[config.mk]
export PLATFORM = sky130hd
export DESIGN_NAME = bgb_ctrl
export DESIGN_NICKNAME = d
export VERILOG_FILES = /design/src/hdl/bgb_pkg.sv /design/src/hdl/bgb_ctrl.sv
export SDC_FILE = /design/constraint.sdc
export NUM_CORES = 1
export LEC_CHECK = 0
export ABC_AREA = 0
export BUFFER_PORTS_ARGS = -buffer_cell sky130_fd_sc_hd__buf_2
export CORE_AREA = 2 2 39 41
export DETAILED_ROUTE_END_ITERATION = 10
export DIE_AREA = 0 0 41 43
export PLACE_DENSITY = 0.44
export SKIP_CTS_REPAIR_TIMING = 1
export SLEW_MARGIN = 15
export SYNTH_ARGS = -nofsm -noshare
export SYNTH_HDL_FRONTEND = slang
export SYNTH_SLANG_ARGS = --single-unit
export TNS_END_PERCENT = 5
[constraint.sdc]
create_clock -name clk -period 3.8 [get_ports clk]
set_input_delay 0.76 -clock clk [delete_from_list [all_inputs] [get_ports clk]]
set_output_delay 0.76 -clock clk [all_outputs]
set_load 0.005 [all_outputs]
[src/hdl/bgb_pkg.sv]
// ----------------------------------------------------------------------------
// bgb_pkg: shared definitions for the bitmap glyph blitter
// Store geometry, command and status codes, and controller/datapath links.
// ----------------------------------------------------------------------------
package bgb_pkg;

  localparam int MAX_WIDTH   = 128;
  localparam int MAX_HEIGHT  = 64;
  localparam int GLYPH_MAX   = 8;
  localparam int STORE_DEPTH = MAX_WIDTH * MAX_HEIGHT;
  localparam int ADDR_W      = $clog2(STORE_DEPTH);
  localparam int CNT_W       = ADDR_W + 1;
  localparam int VW_W        = $clog2(MAX_WIDTH + 1);
  localparam int VH_W        = $clog2(MAX_HEIGHT + 1);
  localparam int XC_W        = $clog2(MAX_WIDTH);
  localparam int YC_W        = $clog2(MAX_HEIGHT);
  localparam int GC_W        = $clog2(GLYPH_MAX);
  localparam int GE_W        = 4;
  localparam int GB_W        = 64;
  localparam int GI_W        = $clog2(GB_W);
  localparam int PIX_W       = 24;

  typedef enum logic [1:0] {
    FUNC_CLEAR = 2'd0,
    FUNC_BEGIN = 2'd1,
    FUNC_GLYPH = 2'd2,
    FUNC_READ  = 2'd3
  } func_t;

  typedef enum logic [1:0] {
    ST_OK         = 2'd0,
    ST_BAD_EXTENT = 2'd1,
    ST_OUTSIDE    = 2'd2
  } status_t;

  typedef enum logic {
    REG_WIDTH  = 1'b0,
    REG_HEIGHT = 1'b1
  } cfg_reg_t;

  typedef enum logic [2:0] {
    S_IDLE,
    S_CLEAR,
    S_GLYPH,
    S_READ,
    S_RESP
  } state_t;

  typedef struct packed {
    logic load;
    logic clr_step;
    logic glyph_step;
    logic rd_issue;
    logic respond;
  } ctrl_cmd_t;

  typedef struct packed {
    logic ext_ok;
    logic clr_last;
    logic glyph_last;
  } dpath_stat_t;

endpackage

[src/hdl/bgb_ctrl.sv]
// ----------------------------------------------------------------------------
// bgb_ctrl: command sequencer
// Steps a command through clear, glyph paint, pixel read and response.
// ----------------------------------------------------------------------------
module bgb_ctrl (
  input  logic                clk,
  input  logic                rst,
  input  logic                start,
  input  bgb_pkg::func_t      func,
  input  bgb_pkg::dpath_stat_t stat,
  output bgb_pkg::ctrl_cmd_t  cmd,
  output logic                busy
);
  import bgb_pkg::*;

  state_t state;
  state_t state_next;

  always_ff @(posedge clk) begin
    if (rst) begin
      state <= S_IDLE;
    end else begin
      state <= state_next;
    end
  end

  always_comb begin
    state_next = state;
    cmd        = '0;
    unique case (state)
      S_IDLE: begin
        if (start) begin
          cmd.load = 1'b1;
          unique case (func)
            FUNC_CLEAR: state_next = S_CLEAR;
            FUNC_BEGIN: state_next = S_RESP;
            FUNC_GLYPH: state_next = stat.ext_ok ? S_GLYPH : S_RESP;
            FUNC_READ:  state_next = S_READ;
          endcase
        end
      end
      S_CLEAR: begin
        cmd.clr_step = 1'b1;
        if (stat.clr_last) begin
          state_next = S_RESP;
        end
      end
      S_GLYPH: begin
        cmd.glyph_step = 1'b1;
        if (stat.glyph_last) begin
          state_next = S_RESP;
        end
      end
      S_READ: begin
        cmd.rd_issue = 1'b1;
        state_next   = S_RESP;
      end
      S_RESP: begin
        cmd.respond = 1'b1;
        state_next  = S_IDLE;
      end
      default: begin
        state_next = S_IDLE;
      end
    endcase
  end

  assign busy = (state != S_IDLE);

`ifndef SYNTHESIS
  a_accept_goes_busy: assert property (@(posedge clk) disable iff (rst)
    start && !busy |=> busy)
    else $error("accepted command did not leave idle");

  a_resp_returns_idle: assert property (@(posedge clk) disable iff (rst)
    state == S_RESP |=> state == S_IDLE)
    else $error("response state did not return to idle");

  a_one_command: assert property (@(posedge clk) disable iff (rst)
    $onehot0({cmd.load, cmd.clr_step, cmd.glyph_step, cmd.rd_issue, cmd.respond}))
    else $error("more than one datapath command at once");
`endif

endmodule

==> out/qor.yml, run 1 <==
placement:
  dp_slack_ps: 1920
  dp_hpwl_um: 453
  place_congestion: 0.608
  place_inst: 60
  port_buffers: 13
route:
  drtPass1Iterations: 4
  postRouteAntennaNets: 0
  drtIter0Drc: 2
  drc_errors: 0
  routedWlPerCell_um: 9.25
  wirelength_um: 592
  dr_total_vias: 273
  vias_per_cell: 4.27
yosys:
  synthAdderAreaFrac_pct: 14.1
  synth.avg_cell_area_sq_um: 8.08
  synth_compound_area_share_pct: 20.2
  synth-seq-cells: 3
  synth-seq-area-share_pct: 22.5
  synthSimpleGateAreaFrac_pct: 27.7
  syn-cell-area_sq_um: 267
  synth_warnings: 0
  synth_top_family_by_area: "simple AND/OR/NAND/NOR gates"
  syn_nets: 44
  syn_inst: 33
  synthMuxAreaShare_pct: 3.76
  ys_types: 22
  synth_xor_xnor_area_share_pct: 0
setup_path:
  cp-startpoint: "state[1]$_SDFFE_PP0P_"
  endpoint: "cmd[4]"
  worstPathArrival_ps: 1250
  r2r_end: "state[1]$_SDFFE_PP0P_"
  reg2reg_depth: 3
  path_class: "register to output pin"
  reg2reg_slack_ps: 2310
  cpMaxStageDelayCell: "or3_4"
  cp_cell_sequence: "or3_4 -> nor2_1 -> buf_2"
  cp_max_fo: 9
  path_buf_inv: 1
  end_kind: "output pin"
  reg2reg_from: "state[1]$_SDFFE_PP0P_"
  crit_family: "simple AND/OR/NAND/NOR gates"
  startpoint_type: "register"
  required_ps: 3040
  crit_path_max_incr_delay_ps: 420
  crit_cells: 3
sta:
  finalSetupViolations: 0
  finClkSkew_ps: 0.242
  fin_crit_ps: 2010
  grt_setup_unrepaired: "false"
  setup_ws_ps: 1790
  slew_headroom_pct: 79.2
  report.final.slew_viol_count: 0
  max_freq_ghz: 0.499
  setup_tns_ps: 0
  hold_viol_final: 0
  timing.final.crit_share_pct: 52.8
  tightestPinTransition_ps: 312
clock_network:
  clkLatencyLatePin_ps: 230
  cts_made_buffers: 3
  clk_pin_slew_ps: 40
  cts_buffer_depth: 2
  tritoncts: "built"
  htreeDepth: 1
  root_buffer: "clkbuf_4"
  clock-sinks: 3
finish:
  nNetsFinal: 60
  area_growth_pct: 35.7
  drive_above_1_share_pct: 37.5
  stdcell_count: 64
  largest_reg_flops: 3
  reg_top3: "state (3)"
  top_register: "state"
  fillers: 162
  antenna_cells: 0
pwr:
  ir_drop_mv: 0.153
  power.leakage_uw: 0.000186
  p_per_area_mw_per_mm2: 393
grt:
  grt_start_max_net_pins: 11
  first_global_vias: 223
  grt_antenna_before_repair: 0
  overflow: 0
  grt_usage_pct: 7.21
  grt_pass1_wl_um: 862
floorplan:
  dieWidth_um: 41
  die_area_sq_mm: 0.00176
  num_rows: 14
  io_pins: 14
  initial_utilization_pct: 19.3
  core_sq_mm: 0.00138
  die_h_um: 43
run_status:
  status: "completed"
job:
  maxCapViolCount: 0
hold_path:
  hp-class: "register to register"
==> per-stage QoR <==
| step | utilization [%] | hold WS (ps) | power (uW) | cell area, sq um |
|---|---|---|---|---|
| 3_5_place_dp | 24.2 | 555 | 87.5 | 335 |
| 5_1_grt | 26.1 | 589 | 155 | 362 |
| 2_1_floorplan | - | 484 | 73.1 | 267 |
| 3_3_place_gp | 24.2 | 557 | 87.9 | 335 |
| 4_1_cts | 26.1 | 561 | 146 | 362 |
| 6_report | 26.1 | 554 | 142 | 362 |
==> worst min-delay path by stage <==
stage	startpoint	to	slack, ps	cells after the start
2_1_floorplan	state[2]$_SDFFE_PP0P_	state[0]$_SDFFE_PP0P_	480	1
3_3_place_gp	state[2]$_SDFFE_PP0P_	state[0]$_SDFFE_PP0P_	560	1
3_5_place_dp	state[2]$_SDFFE_PP0P_	state[0]$_SDFFE_PP0P_	560	1
4_1_cts	state[2]$_SDFFE_PP0P_	state[0]$_SDFFE_PP0P_	560	1
5_1_grt	state[2]$_SDFFE_PP0P_	state[0]$_SDFFE_PP0P_	590	1
6_report	state[2]$_SDFFE_PP0P_	state[0]$_SDFFE_PP0P_	550	1
==> power by group <==
| group | switching (uW) | internal, uW | total (uW) | leakage (uW) |
|---|---|---|---|---|
| clock network | 16.4 | 39.3 | 55.8 | 0.0000150 |
| logic | 19.1 | 23.3 | 42.4 | 0.000146 |
| registers | 8.14 | 35.7 | 43.8 | 0.0000247 |
==> cell families (layout without fill, tap and decap cells) <==
family	count (synthesis)	in the layout
AO/OA/AOI/OAI	7	7
adder cells (fa/ha/maj)	3	3
buffers and inverters	6	21
flip-flops	3	3
multiplexers	1	1
AND/OR/NAND/NOR	13	13
==> synthesized netlist by cell type (all sizes together) <==
master / instances / area share, %
a21oi: 2 / 3.8
a221oi: 1 / 5.6
and2: 1 / 2.3
and3: 1 / 2.3
buf: 2 / 6.1
dfxtp: 3 / 23
ha: 3 / 14
inv: 4 / 5.6
mux2i: 1 / 3.8
nand2: 1 / 1.4
nor2: 4 / 5.6
nor2b: 1 / 2.3
nor3: 1 / 1.9
nor3b: 1 / 2.8
nor4: 1 / 2.3
o211ai: 1 / 2.8
o21ai: 1 / 1.9
o22ai: 1 / 2.3
o311a: 1 / 3.8
or3: 2 / 6.6
==> area by class of cell <==
cell class	count	area [sq um]	share of cell area, %
multi-input combinational	24	175	48.4
timing repair buffer	13	65.1	18.0
inverter	4	15.0	4.15
tap	16	20.0	5.54
sequential	3	60.1	16.6
clock buffer	4	26.3	7.27
==> per-layer routing <==
metal  vias to the layer above  part of all wire, %  global-route usage (%)  routed length (um)
met5                         -                    0                       0                   0
met4                         0                    0                    2.00                   0
met3                         0                  8.8                    4.71                  52
met2                        11                   38                    9.06                 226
met1                       114                   53                    9.90                 312
li1                        148                    -                       -                   -
==> cell usage in the layout, fill, tap and decap left out, types with 2 or more instances in the layout <==
cell type and count:
ha_1 3, inv_1 4, nor2_1 4, dfxtp_1 3, buf_2 13, clkbuf_4 3, a21oi_1 2
==> worst register-to-register path: stages, from the launching register on <==
cell      delay [ps]
dfxtp_1          370
or3_4            420
or3_1            370
a221oi_2         230
Note: power is estimated with default switching activity, not from simulation.
==> run 2, diff against run 1 <==
--- a/config.mk
+++ b/config.mk
@@ -5,12 +5,12 @@
 export SDC_FILE = /design/constraint.sdc
 export NUM_CORES = 1
 export LEC_CHECK = 0
-export ABC_AREA = 0
+export ABC_AREA = 1
 export BUFFER_PORTS_ARGS = -buffer_cell sky130_fd_sc_hd__buf_2
 export CORE_AREA = 2 2 39 41
 export DETAILED_ROUTE_END_ITERATION = 10
 export DIE_AREA = 0 0 41 43
-export PLACE_DENSITY = 0.44
+export PLACE_DENSITY = 0.45
 export SKIP_CTS_REPAIR_TIMING = 1
 export SLEW_MARGIN = 15
 export SYNTH_ARGS = -nofsm -noshare
==> constraint.sdc (replaced) <==
create_clock -name clk -period 1.7 [get_ports clk]
set_input_delay 0.34 -clock clk [delete_from_list [all_inputs] [get_ports clk]]
set_output_delay 0.34 -clock clk [all_outputs]
set_load 0.005 [all_outputs]
==> run 2 against run 1 <==
Sequential share of layout area decreased by 0.66 points. First-iteration DRC count decreased by 100%. Global-route usage increased by 0.80 points. Power increased to 2.8 times the previous value. Cell count increased by 17%. Largest power group is now combinational cells. Highest routed layer unchanged.
==> out/qor.yml, run 2 <==
route:
  dr_total_vias: 295  # +8.1%
  postRouteAntennaNets: 0  # unchanged
  routedWlPerCell_um: 7.79  # -16%
  drc_errors: 0  # unchanged
  vias_per_cell: 3.93  # -7.8%
  drtPass1Iterations: 1  # -3
  drtIter0Drc: 0  # -2
  wirelength_um: 584  # -1.4%
finish:
  nNetsFinal: 71  # +18%
  seq_area_sq_um: 60.1  # unchanged
  area_growth_pct: 42.0
  final_core_util_pct: 27.2  # +1.1 points
  layout_common_cells: "buf_2, inv_1, nor2_1, nand3_1"
  fillers: 165  # +1.9%
  top_register: "state"
  design_area_sq_um: 377  # +4.2%
  multiInputGateArea_sq_um: 171  # -2.1%
  largest_reg_flops: 3  # unchanged
  reg_top3: "state (3)"
  antenna_cells: 0  # unchanged
  final_common_cell: "buf_2"
  drive_above_1_share_pct: 33.9  # -3.6 points
yosys:
  syn_nets: 53  # +20%
  syn-cell-area_sq_um: 265  # -0.47%
  synth.avg_cell_area_sq_um: 6.32  # -22%
  synth_edf_count: 0  # unchanged
  ys_types: 14  # -36%
  yosysMostFrequentCell: "inv_1"
  syn_inst: 42  # +27%
  synth-seq-cells: 3  # unchanged
  ys.flop_type: "dfxtp_1"
  synth_top_cell_area_share_pct: 22.6  # +0.11 points
  synth_commonest_cells: "inv_1, nor2_1, nand3_1"
  synth-seq-area-share_pct: 22.6  # +0.11 points
  synth_area_leader_cell: "dfxtp_1"
  netlist_top_cells_area: "dfxtp_1, ha_1, inv_1, nor2_1, nand3_1"
  synthArstFlopShare_pct: 0  # unchanged
  synth_warnings: 0  # unchanged
grt:
  overflow: 0  # unchanged
  grt_start_max_net_pins: 6  # -5
  first_global_vias: 277  # +24%
  grt_antenna_before_repair: 0  # unchanged
  grt_pass1_wl_um: 959  # +11%
  grt_usage_pct: 8.02  # +0.80 points
sta:
  report.final.slew_viol_count: 0  # unchanged
  setup_tns_ps: 0  # unchanged
  timing.final.crit_share_pct: 82.2
  fin_crit_ps: 1400
  slew_headroom_pct: 87.1  # +7.9 points
  finalSetupViolations: 0  # unchanged
  finClkSkew_ps: 4.08  # +3.84 ps
  max_freq_ghz: 0.716
  tightestPinTransition_ps: 194  # -118 ps
  hold_viol_final: 0  # unchanged
  grt_setup_unrepaired: "false"
floorplan:
  dieWidth_um: 41  # unchanged
  io_pins: 14  # unchanged
  initial_utilization_pct: 19.2  # -0.090 points
  die_h_um: 43  # unchanged
  die_area_sq_mm: 0.00176  # unchanged
  num_rows: 14  # unchanged
  core_sq_mm: 0.00138  # unchanged
job:
  maxCapViolCount: 0  # unchanged
clock_network:
  clk_pin_slew_ps: 40  # about the same
  clkLatencyLatePin_ps: 230  # about the same
  clock-sinks: 3  # unchanged
  cts_buffer_depth: 2  # unchanged
  cts_made_buffers: 3  # unchanged
  htreeDepth: 1  # unchanged
  root_buffer: "clkbuf_4"
  tritoncts: "built"
setup_path:
  worstPathArrival_ps: 1060  # -190 ps
  end_kind: "output pin"
  path_class: "register to output pin"
  startpoint_type: "register"
  cp_max_fo: 5  # -4
  required_ps: 1360  # -1680 ps
run_status:
  status: "completed"
pwr:
  ir_drop_mv: 0.287  # +88%
  power.leakage_uw: 0.000212  # +14%
  p_per_area_mw_per_mm2: 1070  # +170%
placement:
  port_buffers: 13  # unchanged
  dp_hpwl_um: 483  # +6.6%
  place_congestion: 0.679  # +12%
  dpl_cell_area_sq_um: 350  # +4.5%
hold_path:
  hp-class: "input pin to register"
==> run 2: changes by cell type after synthesis, moves of 2 or more <==
cell     before  now
nand3_1       0    4
nor2_2        0    2
inv_1         4    9
nand2_1       1    3
nor3_1        1    3
nor2_1        4    8
==> run 2: critical path, stage by stage (launching register included) <==
cell,delay [ps]
dfxtp_1,410
inv_1,60
nor2_1,110
inv_1,60
nor2_1,70
buf_2,110
==> run 2: area by class of cell <==
class	count	share of cell area [%]
Sequential cell	3	15.9
Timing Repair Buffer	13	17.3
Inverter	9	8.97
Multi-Input combinational cell	30	45.5
Tap cell	16	5.32
Clock buffer	4	6.98
==> run 2: path summary, 6_finish.rpt <==
kind                           endpoint  depth (start not counted)                  start  slack (ps)
hold reg to reg   state[0]$_SDFFE_PP0P_                          2  state[0]$_SDFFE_PP0P_         650
hold / removal    state[0]$_SDFFE_PP0P_                          2                    rst         300
setup / recovery                 cmd[2]                          5  state[1]$_SDFFE_PP0P_         300
setup reg to reg  state[1]$_SDFFE_PP0P_                          5  state[1]$_SDFFE_PP0P_         700
==> run 2: report_power, final <==
part	internal, uW	switching (uW)	leakage, uW
logic	75.1	98.0	0.000172
registers	86.9	20.7	0.0000247
clock network	87.9	35.7	0.0000150
==> run 2: per-layer routing <==
metal	share of wire, %	vias to the layer above	track usage (%)
li1	-	166	-
met1	46	120	8.31
met2	48	9	13.1
met3	5.8	0	0
met4	0	0	8.00
met5	0	-	0
==> run 2: cell families (layout without fill, tap and decap cells) <==
kind of cell | Yosys count | after routing | synth area share (%)
AND/OR/NAND/NOR | 24 | 24 | 44.8
buffers and inverters | 9 | 26 | 12.7
adder cells (fa/ha/maj) | 3 | 3 | 14.2
AO/OA/AOI/OAI | 3 | 3 | 5.66
flip-flops | 3 | 3 | 22.6
==> run 2: metrics by stage <==
step                      hold WS, ps  worst slack [ps]  power, uW  std cells
after floorplan                   409               671        222         42
after global placement            543               520        287         71
after detailed placement          543               516        284         71
after CTS                         299               283        414         75
after global routing              318               211        446         75
final                             302               303        404         75
